==> src/rtl/miq_pkg.sv <==
// ----------------------------------------------------------------------------
// miq_pkg
// Shared types and codes for the middle insert indexed queue: request
// opcodes, result status codes, controller states and the result bundle.
// ----------------------------------------------------------------------------
package miq_pkg;

  localparam int unsigned DATA_W   = 32;
  localparam int unsigned INDEX_W  = 10;
  localparam int unsigned OP_W     = 2;
  localparam int unsigned STATUS_W = 2;

  // request opcodes
  typedef enum logic [OP_W-1:0] {
    OP_GET        = 2'd0,
    OP_PUSH_BACK  = 2'd1,
    OP_PUSH_FRONT = 2'd2,
    OP_PUSH_MID   = 2'd3
  } op_e;

  // result status codes
  typedef enum logic [STATUS_W-1:0] {
    STAT_OK    = 2'd0,
    STAT_RANGE = 2'd1,
    STAT_FULL  = 2'd2
  } status_e;

  // controller states, one-hot
  typedef enum logic [1:0] {
    ST_IDLE   = 2'b01,
    ST_FINISH = 2'b10
  } state_e;

  // work left for the finish state of a request
  typedef enum logic [2:0] {
    PEND_GET_FRONT = 3'd0,
    PEND_GET_BACK  = 3'd1,
    PEND_TO_FRONT  = 3'd2,
    PEND_TO_BACK   = 3'd3,
    PEND_RANGE     = 3'd4,
    PEND_FULL      = 3'd5
  } pend_e;

  // one result headed for the output register
  typedef struct packed {
    logic                     valid;
    logic signed [DATA_W-1:0] data;
    status_e                  status;
  } res_t;

endpackage

==> src/rtl/miq_ctrl.sv <==
// ----------------------------------------------------------------------------
// miq_ctrl
// Queue controller: keeps heads and counts of both rings, turns each request
// into ring reads and writes, and finishes gets, refused requests and
// rebalancing moves in the finish state, once any read data is back.
// ----------------------------------------------------------------------------
module miq_ctrl #(
  parameter int unsigned CAPACITY = 1024,
  parameter int unsigned HALF     = 512,
  parameter int unsigned AW       = 9,
  parameter int unsigned NW       = 10,
  parameter int unsigned TW       = 11
) (
  input  logic                              clk_i,
  input  logic                              rst_ni,
  input  logic                              in_valid_i,
  input  logic [miq_pkg::OP_W-1:0]          opcode_i,
  input  logic signed [miq_pkg::DATA_W-1:0] value_i,
  input  logic [miq_pkg::INDEX_W-1:0]       index_i,
  input  logic                              out_busy_i,
  output logic                              in_stall_o,
  output miq_pkg::res_t                     res_o,
  // front ring port
  output logic                              f_we_o,
  output logic [AW-1:0]                     f_waddr_o,
  output logic [miq_pkg::DATA_W-1:0]        f_wdata_o,
  output logic                              f_re_o,
  output logic [AW-1:0]                     f_raddr_o,
  input  logic [miq_pkg::DATA_W-1:0]        f_rdata_i,
  // back ring port
  output logic                              b_we_o,
  output logic [AW-1:0]                     b_waddr_o,
  output logic [miq_pkg::DATA_W-1:0]        b_wdata_o,
  output logic                              b_re_o,
  output logic [AW-1:0]                     b_raddr_o,
  input  logic [miq_pkg::DATA_W-1:0]        b_rdata_i
);

  localparam int unsigned SW = NW + 1;
  localparam int unsigned GW = (TW > miq_pkg::INDEX_W) ? TW : miq_pkg::INDEX_W;

  // ring position head + offset, offset never above the ring depth
  function automatic logic [AW-1:0] ring_pos(input logic [AW-1:0] head,
                                             input logic [NW-1:0] off);
    logic [SW-1:0] sum;
    sum = SW'(head) + SW'(off);
    if (sum >= SW'(HALF)) begin
      sum = sum - SW'(HALF);
    end
    return sum[AW-1:0];
  endfunction

  function automatic logic [AW-1:0] ring_prev(input logic [AW-1:0] head);
    return (head == '0) ? AW'(HALF - 1) : head - 1'b1;
  endfunction

  function automatic logic [AW-1:0] ring_next(input logic [AW-1:0] head);
    return (head == AW'(HALF - 1)) ? '0 : head + 1'b1;
  endfunction

  miq_pkg::state_e state_q, state_d;
  miq_pkg::pend_e  pend_q, pend_d;
  logic [AW-1:0]   pend_addr_q, pend_addr_d;
  logic [AW-1:0]   front_head_q, front_head_d;
  logic [AW-1:0]   back_head_q, back_head_d;
  logic [NW-1:0]   front_count_q, front_count_d;
  logic [NW-1:0]   back_count_q, back_count_d;

  logic            accept;
  logic [TW-1:0]   total;
  logic [GW-1:0]   idx_g;
  logic [GW-1:0]   front_g;
  logic [NW-1:0]   off_front;
  logic [NW-1:0]   off_back;
  miq_pkg::op_e    op;

  assign op         = miq_pkg::op_e'(opcode_i);
  assign in_stall_o = (state_q != miq_pkg::ST_IDLE) | out_busy_i;
  assign accept     = in_valid_i & ~in_stall_o;
  assign total      = TW'(front_count_q) + TW'(back_count_q);
  assign idx_g      = GW'(index_i);
  assign front_g    = GW'(front_count_q);
  assign off_front  = NW'(idx_g);
  assign off_back   = NW'(idx_g - front_g);

  // request decode, ring access and bookkeeping
  always_comb begin
    state_d       = state_q;
    pend_d        = pend_q;
    pend_addr_d   = pend_addr_q;
    front_head_d  = front_head_q;
    back_head_d   = back_head_q;
    front_count_d = front_count_q;
    back_count_d  = back_count_q;
    f_we_o        = 1'b0;
    f_waddr_o     = '0;
    f_wdata_o     = value_i;
    f_re_o        = 1'b0;
    f_raddr_o     = '0;
    b_we_o        = 1'b0;
    b_waddr_o     = '0;
    b_wdata_o     = value_i;
    b_re_o        = 1'b0;
    b_raddr_o     = '0;
    res_o         = '0;

    unique case (state_q)
      miq_pkg::ST_IDLE: begin
        if (accept) begin
          if (op == miq_pkg::OP_GET) begin
            state_d = miq_pkg::ST_FINISH;
            if (idx_g >= GW'(total)) begin
              pend_d = miq_pkg::PEND_RANGE;
            end else if (idx_g < front_g) begin
              pend_d    = miq_pkg::PEND_GET_FRONT;
              f_re_o    = 1'b1;
              f_raddr_o = ring_pos(front_head_q, off_front);
            end else begin
              pend_d    = miq_pkg::PEND_GET_BACK;
              b_re_o    = 1'b1;
              b_raddr_o = ring_pos(back_head_q, off_back);
            end
          end else if (total >= TW'(CAPACITY)) begin
            state_d = miq_pkg::ST_FINISH;
            pend_d  = miq_pkg::PEND_FULL;
          end else begin
            unique case (op)
              miq_pkg::OP_PUSH_BACK: begin
                if (back_count_q == front_count_q && back_count_q == '0) begin
                  // empty queue: first element lands in the front ring
                  f_we_o        = 1'b1;
                  f_waddr_o     = ring_pos(front_head_q, front_count_q);
                  front_count_d = front_count_q + 1'b1;
                end else if (back_count_q == front_count_q) begin
                  // move back head to front tail, then append
                  b_re_o        = 1'b1;
                  b_raddr_o     = back_head_q;
                  b_we_o        = 1'b1;
                  b_waddr_o     = ring_pos(back_head_q, back_count_q);
                  back_head_d   = ring_next(back_head_q);
                  pend_d        = miq_pkg::PEND_TO_FRONT;
                  pend_addr_d   = ring_pos(front_head_q, front_count_q);
                  front_count_d = front_count_q + 1'b1;
                  state_d       = miq_pkg::ST_FINISH;
                end else begin
                  b_we_o       = 1'b1;
                  b_waddr_o    = ring_pos(back_head_q, back_count_q);
                  back_count_d = back_count_q + 1'b1;
                end
              end
              miq_pkg::OP_PUSH_FRONT: begin
                f_we_o       = 1'b1;
                f_waddr_o    = ring_prev(front_head_q);
                front_head_d = ring_prev(front_head_q);
                if (front_count_q > back_count_q) begin
                  // move front tail to back head; read sees the old entry
                  f_re_o       = 1'b1;
                  f_raddr_o    = ring_pos(front_head_q, front_count_q - 1'b1);
                  back_head_d  = ring_prev(back_head_q);
                  back_count_d = back_count_q + 1'b1;
                  pend_d       = miq_pkg::PEND_TO_BACK;
                  pend_addr_d  = ring_prev(back_head_q);
                  state_d      = miq_pkg::ST_FINISH;
                end else begin
                  front_count_d = front_count_q + 1'b1;
                end
              end
              miq_pkg::OP_PUSH_MID: begin
                if (front_count_q > back_count_q) begin
                  b_we_o       = 1'b1;
                  b_waddr_o    = ring_prev(back_head_q);
                  back_head_d  = ring_prev(back_head_q);
                  back_count_d = back_count_q + 1'b1;
                end else begin
                  f_we_o        = 1'b1;
                  f_waddr_o     = ring_pos(front_head_q, front_count_q);
                  front_count_d = front_count_q + 1'b1;
                end
              end
              default: begin
                state_d = miq_pkg::ST_IDLE;
              end
            endcase
          end
        end
      end
      miq_pkg::ST_FINISH: begin
        state_d = miq_pkg::ST_IDLE;
        case (pend_q)
          miq_pkg::PEND_GET_FRONT: begin
            res_o.valid  = 1'b1;
            res_o.data   = f_rdata_i;
            res_o.status = miq_pkg::STAT_OK;
          end
          miq_pkg::PEND_GET_BACK: begin
            res_o.valid  = 1'b1;
            res_o.data   = b_rdata_i;
            res_o.status = miq_pkg::STAT_OK;
          end
          miq_pkg::PEND_TO_FRONT: begin
            f_we_o    = 1'b1;
            f_waddr_o = pend_addr_q;
            f_wdata_o = b_rdata_i;
          end
          miq_pkg::PEND_TO_BACK: begin
            b_we_o    = 1'b1;
            b_waddr_o = pend_addr_q;
            b_wdata_o = f_rdata_i;
          end
          miq_pkg::PEND_RANGE: begin
            res_o.valid  = 1'b1;
            res_o.status = miq_pkg::STAT_RANGE;
          end
          miq_pkg::PEND_FULL: begin
            res_o.valid  = 1'b1;
            res_o.status = miq_pkg::STAT_FULL;
          end
          default: begin
            res_o.valid = 1'b0;
          end
        endcase
      end
      default: begin
        state_d = miq_pkg::ST_IDLE;
      end
    endcase
  end

  // control state
  always_ff @(posedge clk_i or negedge rst_ni) begin
    if (!rst_ni) begin
      state_q       <= miq_pkg::ST_IDLE;
      pend_q        <= miq_pkg::PEND_RANGE;
      front_head_q  <= '0;
      back_head_q   <= '0;
      front_count_q <= '0;
      back_count_q  <= '0;
    end else begin
      state_q       <= state_d;
      pend_q        <= pend_d;
      front_head_q  <= front_head_d;
      back_head_q   <= back_head_d;
      front_count_q <= front_count_d;
      back_count_q  <= back_count_d;
    end
  end

  // deferred write address
  always_ff @(posedge clk_i) begin
    pend_addr_q <= pend_addr_d;
  end

  // halves stay balanced: front holds the back count or one more
  assert property (@(posedge clk_i) disable iff (!rst_ni)
    (front_count_q == back_count_q) || (SW'(front_count_q) == SW'(back_count_q) + 1'b1))
    else $error("ring halves out of balance");

  // never more elements than capacity
  assert property (@(posedge clk_i) disable iff (!rst_ni)
    total <= TW'(CAPACITY))
    else $error("element count above capacity");

  // the finishing cycle is a single cycle
  assert property (@(posedge clk_i) disable iff (!rst_ni)
    (state_q == miq_pkg::ST_FINISH) |=> (state_q == miq_pkg::ST_IDLE))
    else $error("finish state held");

  // ring heads stay inside the ring
  assert property (@(posedge clk_i) disable iff (!rst_ni)
    (SW'(front_head_q) < SW'(HALF)) && (SW'(back_head_q) < SW'(HALF)))
    else $error("ring head out of range");

endmodule

==> config.mk <==
export PLATFORM = sky130hd
export DESIGN_NAME = miq_ctrl
export DESIGN_NICKNAME = d
export VERILOG_FILES = /design/src/rtl/miq_pkg.sv /design/src/rtl/miq_ctrl.sv
export SDC_FILE = /design/constraint.sdc
export NUM_CORES = 1
export LEC_CHECK = 0
export BUFFER_PORTS_ARGS = -buffer_cell sky130_fd_sc_hd__buf_2
export CAP_MARGIN = 10
export CORE_UTILIZATION = 42
export DETAILED_ROUTE_END_ITERATION = 8
export PLACE_DENSITY_LB_ADDON = 0.25
export SLEW_MARGIN = 20
export SYNTH_ARGS = -nofsm -noshare
export SYNTH_HDL_FRONTEND = slang
export SYNTH_SLANG_ARGS = --single-unit
==> constraint.sdc <==
create_clock -name clk_i -period 4.2 [get_ports clk_i]
set_input_delay 0.42 -clock clk_i [delete_from_list [all_inputs] [get_ports clk_i]]
set_output_delay 0.42 -clock clk_i [all_outputs]
set_load 0.03 [all_outputs]
==> summary by stage, run 1 <==
Logic synthesis
Summing the areas of all and, or, nand and nor instances in the mapped netlist gives 23.6% of the synthesized area. The number of distinct library cells after synthesis is 70. The netlist area before placement is 7940 sq um.

In the post-synthesis netlist, the biggest area contributors are ha_1, dfrtp_1, nand2_1. The share of Yosys cell area claimed by the top area cell type is 14.8%. The synthesized design contains 52 register bits. Yosys printed 0 warnings. The post-synthesis async set-or-reset flop share is 82.7%. After synthesis, the share of cell area in mux cells is 5.20%.

Synthesis produced a netlist with a net count of 1,276. The synthesized design contains 9 enable-type register cells. The portion of the post-synthesis area used by sequential elements is 17.0%. The library cell with the largest summed area after synthesis is ha_1.

The main combinational cell family by area after synthesis is simple AND/OR/NAND/NOR gates. The xor/xnor cell area share of the yosys netlist is 9.11%. The average cell area after synthesis is 7.47 sq um.

The dominant register cell in the synthesized netlist is dfrtp_1. The post-synthesis cell count is 1,063. The fraction of the mapped netlist area in compound gates is 22.5%. The fraction of the mapped netlist area in adder cells is 16.6%.

Finish
Relative to the synthesized area, the layout overhead comes to 27.7%. The multi-input combinational cells in the finished layout cover a total of 6330 sq um. Leaving out fill and tap cells, the most frequent cell in the layout is buf_2. The number of nets in the layout is 1,532. Summing all flip-flop and latch instances after layout gives 1350 sq um. The finished cells cover 10,100 sq um. The fraction of layout instances using a drive strength above 1 is 30.4%. The top cell types in the final layout, fill and taps aside, are buf_2, nand2_1, nor2_1, ha_1, buf_4. Fill cells in the final layout number 1,767. The core utilization of the finished layout is 55.5%.

Clocking
The H-tree was split into 2 levels. TritonCTS built the clock tree. The number of buffers added to fix hold violations after cts is 0.

Counting along the longest clock path gives a buffer depth of 2. The clock drives 52 sinks. The TritonCTS buffer count is 5.

At the later pin of the worst-skew pair, clock insertion delay measures 310 ps. Clock-pin slew was measured on the worst setup and hold paths at 70 ps. The clock root buffer is clkbuf_16.

Placement
The worst setup slack after placement is -66.8 ps. The number of input and output port buffers inserted is 251. Summed over all nets, the half-perimeter wirelength after detailed placement is 25,600 um. The weighted congestion reported at the end of routability-driven placement is 0.920. The cell area after placement is 9640 sq um.

Worst hold path
The type of the worst min-delay path is in2async.

Outcome
The final reports fail on setup timing. The run finished, with violations left.

STA
Setup repair after global routing could not meet its margin everywhere. The worst clock skew on the final layout is 6.27 ps. In the finished design, the share of the clock period the worst path needs comes to 105%. The max-slew violation count is 0. The post-layout minimum cycle time is 4410 ps. Derived from the worst setup path, the maximum achievable clock frequency is 227 MHz. For the pin with the worst max-slew slack, the measured transition is 895 ps.

The number of hold violations in the final report is 0. The worst slew slack as a fraction of its limit is 40.0%. Setup violations remaining at the end of the flow were counted as 20. The setup slack after layout is -212 ps.

Pwr
For this design the ratio of total power to cell area is 547 nW/um^2. The overall power consumption is 5.55 mW. The static leakage is 4.83 nW. The worst IR drop on VDD is 453 uV.

Global route
The remaining global-route overflow is 0. The overall fraction of global-route tracks in use is 32.2%. Entering global routing, the biggest net connects 44 pins. The number of antenna violations at the first check in global routing is 7. The wire length of the first global-routing pass is 48,500 um.

The via count of the first global-routing pass is 8,529.

Die
The placeable core region is 18,300 sq um. The floorplan step set the die width to 139 um. The vertical die dimension is 139 um. The floorplan step defined a die boundary enclosing 19,500 sq um.

The starting utilization of the core area is 43.5%. The number of top-level design ports is 252. The total number of placement rows is 49.

Drt
The number of search-and-repair iterations in the first detailed-routing pass is 7. The wire length after detailed routing is 32,000 um. The DRC marker count from the first detailed-route iteration is 687. The detail route stage leaves a number of antenna-violating nets equal to 0. The DRC violation count after routing is 0.

After detailed routing, the average wire length per cell comes to 20.6 um. The detailed-route vias per instance is 5.87. The total vias in the final route is 9,121.

Worst setup path
The sort of element at the end of the critical path is an output pin. The signal on the critical path passes through ha_2 > inv_2 > fa_2 > o21ba_4 > o311a_1 > o21bai_1 > a21oi_1 > nor2_1 > nor2_1 > xnor2_1 > ha_2 > o21a_1 > nor2_2 > o41ai_4 > a21oi_2 > a22oi_4 > buf_6 > nor4b_4 > buf_6. The library cell contributing the largest single delay on the critical path is dfrtp_1. At the worst endpoint, the arrival time is 3990 ps. STA puts the critical path data required time at 3780 ps. The class of the most critical setup path is reg2out. In this run the worst path has a maximum fanout of 3.

The critical path startpoint category is a register. On the worst path, the slowest cell contributes a delay of 360 ps.

Job
The number of max-cap violations is 0.
-- per-stage QoR --
step                      setup TNS (ps)  hold slack (ps)  cells
after global routing               -7660              164   1555
after CTS                          -1920              338   1544
after global placement                 0              511   1532
after detailed placement            -447              515   1532
final                              -2700              118   1555
after floorplan                        0              124   1063
-- cell families after synthesis --
kind of cell	Yosys count
AOI/OAI and AO/OA	269
xor gates and xnor gates	81
adders and majority gates	101
buffers and inverters	120
DFF	52
muxes	37
and+or+nand+nor	403
-- metal layers --
layer / track usage, % / vias up / wire, um
li1: - / 4302 / -
met1: 40.7 / 4322 / 13300
met2: 54.2 / 420 / 15000
met3: 4.54 / 75 / 2240
met4: 15.2 / 2 / 1340
met5: 0 / - / 13
-- repair_timing --
| item | 4_1_cts | 5_1_grt |
|---|---|---|
| resized for setup | 42 | 33 |
| setup buffers | 4 | 5 |
| gates cloned | 0 | 0 |
| pin swaps | 5 | 5 |
| setup endpoints to repair | 20 | 22 |
-- cell type report --
cell class / count / area share (%)
antenna: 6 / 0.148
multi-input combinational: 891 / 62.4
inverter: 63 / 2.33
timing repair buffer: 306 / 17.6
clock inverter: 1 / 0.0494
clock buffer: 7 / 1.31
sequential: 52 / 13.3
tap: 229 / 2.83
-- cells in the mapped netlist, types with 4 or more instances --
| master | number |
|---|---|
| o31ai_1 | 7 |
| dfrtp_1 | 41 |
| clkbuf_1 | 44 |
| nor4_1 | 6 |
| nand4_1 | 17 |
| nand3_1 | 15 |
| nor2b_1 | 9 |
| a21o_1 | 11 |
| or3_1 | 15 |
| o21bai_1 | 8 |
| nand2b_1 | 7 |
| xor2_1 | 18 |
| xnor2_1 | 62 |
| and3_1 | 10 |
| a211oi_1 | 5 |
| buf_2 | 7 |
| nor3b_1 | 5 |
| mux2_2 | 34 |
| nand3b_1 | 6 |
| ha_1 | 94 |
| o41ai_1 | 5 |
| inv_1 | 60 |
| a22oi_1 | 54 |
| edfxtp_1 | 9 |
| a21oi_1 | 64 |
| a31oi_1 | 7 |
| o22ai_1 | 5 |
| fa_1 | 7 |
| nand2_1 | 152 |
| and2_1 | 5 |
| nor2_1 | 114 |
| a2111oi_0 | 4 |
| o21a_1 | 12 |
| nor3_1 | 31 |
| o21ai_0 | 57 |
-- critical path, delay by kind of cell (launching register included) --
family                     cells  cell delay (ps)
AOI/OAI and AO/OA              8             1360
xor gates and xnor gates       1              160
and+or+nand+nor                4              580
DFF                            1              360
adders and majority gates      3              840
buffers and inverters          3              370
-- state kept, by name, summed over array words and instances, names as in the netlist --
signal and flops:
back_count_q 10, pend_addr_q 9, back_head_q 9, front_count_q 10, pend_q 3, front_head_q 9
state_q 2
-- final timing paths --
| path | startpoint | endpoint | slack (ps) | depth (start not counted) |
|---|---|---|---|---|
| max reg2reg | front_count_q[0]$_DFFE_PN0P_ | pend_q[0]$_DFFE_PN0P_ | 550 | 18 |
| min reg2reg | state_q[0]$_DFFE_PN1P_ | state_q[0]$_DFFE_PN1P_ | 530 | 1 |
| min in group clk_i | state_q[0]$_DFFE_PN1P_ | state_q[0]$_DFFE_PN1P_ | 530 | 1 |
| max in group asynchronous | rst_ni | front_head_q[7]$_DFFE_PN0P_ | 3670 | 1 |
| min | rst_ni | front_count_q[5]$_DFFE_PN0P_ | 120 | 1 |
| max | front_count_q[0]$_DFFE_PN0P_ | f_raddr_o[7] | -210 | 19 |
-- report_power, final --
part | switching, mW | internal, mW
registers | 0.262 | 0.672
clock network | 0.199 | 0.221
logic | 2.53 | 1.67
Note: power is estimated with default switching activity, not from simulation.
==> inputs of run 2 (changes only) <==
--- a/config.mk
+++ b/config.mk
@@ -9,2 +9,3 @@
 export CAP_MARGIN = 10
+export CORE_MARGIN = 2
 export CORE_UTILIZATION = 42
==> constraint.sdc (replaced) <==
create_clock -name clk_i -period 4.2 [get_ports clk_i]
set_input_delay 0.84 -clock clk_i [delete_from_list [all_inputs] [get_ports clk_i]]
set_output_delay 0.84 -clock clk_i [all_outputs]
set_load 0.03 [all_outputs]
==> summary by stage, run 2 (synthesis gave the netlist of run 1 again) <==
Drt
The DRC violation count after routing is 0. Dividing the detail-routed via count by the number of cells gives 5.72. The total vias in the final route is 9,300.

The routed wire length per instance is 19.8 um. The DRC marker count from the first detailed-route iteration is 697. Once detail routing completed, the nets flagged for antenna violations numbered 0. The wire length after detailed routing is 32,100 um.

The number of search-and-repair iterations in the first detailed-routing pass is 5.

Die
252 I/O pins were placed. After floorplanning, the core was sized to cover 18,600 sq um. The floorplan has 50 rows. The initial utilization of the core area, before any placement, comes to 42.6%. The vertical die dimension is 141 um. From left edge to right edge, the die measures 141 um.

The overall die area is 20,000 sq um.

Global route
Global routing finished with a remaining overflow of 0. The number of antenna violations at the first check in global routing is 6. For this run, the total global-route usage over all layers was measured as 30.9%. The wire length of the first global-routing pass is 48,300 um. The via count of the first global-routing pass is 8,725. Entering global routing, the biggest net connects 44 pins.

Outcome
The final reports fail on setup timing. The run finished, with violations left.

Worst setup path
The sum of buffers and inverters on the critical path is 4. The cell family contributing the most delay on the critical path is compound AO/OA/AOI/OAI gates. The library cell contributing the largest single delay on the critical path is dfrtp_1. STA puts the critical path data arrival time at 3940 ps. The class of the most critical setup path is reg2out. The largest fanout of any net on the critical path is 5.

The cell that appears most often on the critical path is nor2_1. Walking the worst path, the cells encountered are ha_4 > inv_2 > fa_2 > o21ba_4 > o311a_4 > o21bai_4 > a21oi_2 > nor2_1 > nor2_1 > xnor2_1 > ha_1 > o21a_1 > nor2_2 > o41ai_2 > buf_4 > a21oi_4 > a22oi_4 > buf_12 > nor2_4 > buf_6. The critical path startpoint category is a register. Data on the critical path is required at its endpoint by 3360 ps. The sort of element at the end of the critical path is an output pin.

On the worst path, the slowest cell contributes a delay of 390 ps.

Clocking
The number of buffers added to fix hold violations after cts is 0. The maximum buffer depth of the clock tree is 2. The root buffer cell chosen for the clock tree is clkbuf_16. The clock slew at the register clock pins of the worst setup and hold paths is 80 ps. The H-tree generated during clock tree synthesis spans 2 levels. The TritonCTS buffer count is 5. The insertion delay to the later sink of the worst-skew pair is 320 ps. Clock tree synthesis found a total of 52 sinks. TritonCTS built the clock tree.

Finish
Summing all multi-input logic gate instances after layout gives 6480 sq um. The fraction of layout instances using a drive strength above 1 is 36.7%. From synthesis to final layout, the design area changed by 37.7%.

The number of nets in the layout is 1,600. The largest registers in the layout are back_count_q (10), front_count_q (10). Leaving out fill and tap cells, the most frequent cells in the layout are buf_2, nand2_1, buf_4, nor2_1, ha_1.

The core utilization of the finished layout is 58.6%. In the final layout, flip-flops and latches occupy 1350 sq um. The library cell used most frequently in the layout, excluding fill and tap cells, is buf_2. The fill cell instance count of the final layout is 1,756.

Worst hold path
The min-delay analysis places its worst path in the category reg2reg.

STA
The pin slew with the least headroom to its limit is 866 ps. The final critical path takes up 114% of the cycle. Setup violations remaining at the end of the flow were counted as 23. The setup slack after layout is -585 ps. Based on the critical path, the design can be clocked at up to 209 MHz. The worst clock skew on the final layout is 13.1 ps. The post-layout minimum cycle time is 4780 ps. The worst hold slack is 524 ps.

Summed over all failing endpoints, the final setup total negative slack is -10,880 ps. The worst slew slack as a fraction of its limit is 42.3%. The max-slew violation count is 0.

The number of hold violations in the final report came to 0. Setup repair after global routing could not meet its margin everywhere.

Pwr
The overall power consumption is 6.16 mW. In this run the power density over the cells is 563 nW/um^2. The static leakage is 5.21 nW.

Across the VDD grid, the largest voltage drop is 474 uV.

Placement
The congestion estimate from routability-driven global placement came to 0.897. The count of buffers added on input and output ports is 251. Detailed placement ended at an HPWL of 26,000 um. The worst setup slack after placement is -615 ps.

Job
The tool flagged a number of max-cap violations equal to 0.
[run 2: changes by cell type in the layout (fill, tap and decap cells not counted), moves of 4 or more]
| cell | delta |
|---|---|
| buf_4 | +57 |
| buf_6 | +15 |
| a21oi_2 | +11 |
| nor2_1 | -11 |
| a21oi_1 | -10 |
| nor2_2 | +9 |
| buf_2 | -5 |
| dfrtp_1 | -4 |
| dfrtp_2 | +4 |
[run 2: power breakdown]
part | switching (mW) | total [mW] | internal (mW) | leakage (nW)
combinational | 2.71 | 4.72 | 2.01 | 4.50
clock | 0.228 | 0.514 | 0.286 | 0.0857
sequential | 0.250 | 0.925 | 0.675 | 0.631
[run 2: final timing paths]
check | startpoint | endpoint | slack, ps | depth (start not counted)
max | back_count_q[0]$_DFFE_PN0P_ | f_raddr_o[2] | -580 | 20
min | state_q[0]$_DFFE_PN1P_ | state_q[0]$_DFFE_PN1P_ | 520 | 1
max reg2reg | back_count_q[0]$_DFFE_PN0P_ | pend_q[0]$_DFFE_PN0P_ | 610 | 19
min reg2reg | state_q[0]$_DFFE_PN1P_ | state_q[0]$_DFFE_PN1P_ | 520 | 1
max in group asynchronous | rst_ni | back_head_q[0]$_DFFE_PN0P_ | 3220 | 1
min in group asynchronous | rst_ni | front_count_q[0]$_DFFE_PN0P_ | 530 | 1
[run 2: final cells by class]
cell class / count / share of cell area (%)
clock buffer: 5 / 1.14
sequential: 52 / 12.4
tap: 234 / 2.68
inverter: 63 / 2.16
multi-input combinational: 891 / 59.3
antenna: 5 / 0.114
clock inverter: 3 / 0.424
timing repair buffer: 374 / 21.8
[run 2: metal layers]
metal / vias up / track usage (%) / routed length, um
li1: 4442 / - / -
met1: 4412 / 38.5 / 13000
met2: 390 / 53.6 / 15700
met3: 56 / 5.06 / 2290
met4: 0 / 11.8 / 1180
met5: - / 0 / 0
[run 2: timing repair]
item	CTS	global route
resized for setup	72	39
pin swaps	15	21
endpoints found under the setup margin	26	35
setup buffers	6	4
[run 2: per-stage QoR]
step | instances | instance area, sq um
final | 1627 | 10900
after global routing | 1625 | 10900
after CTS | 1618 | 10700
after detailed placement | 1604 | 10200
after global placement | 1604 | 10200
after floorplan | 1063 | 8030
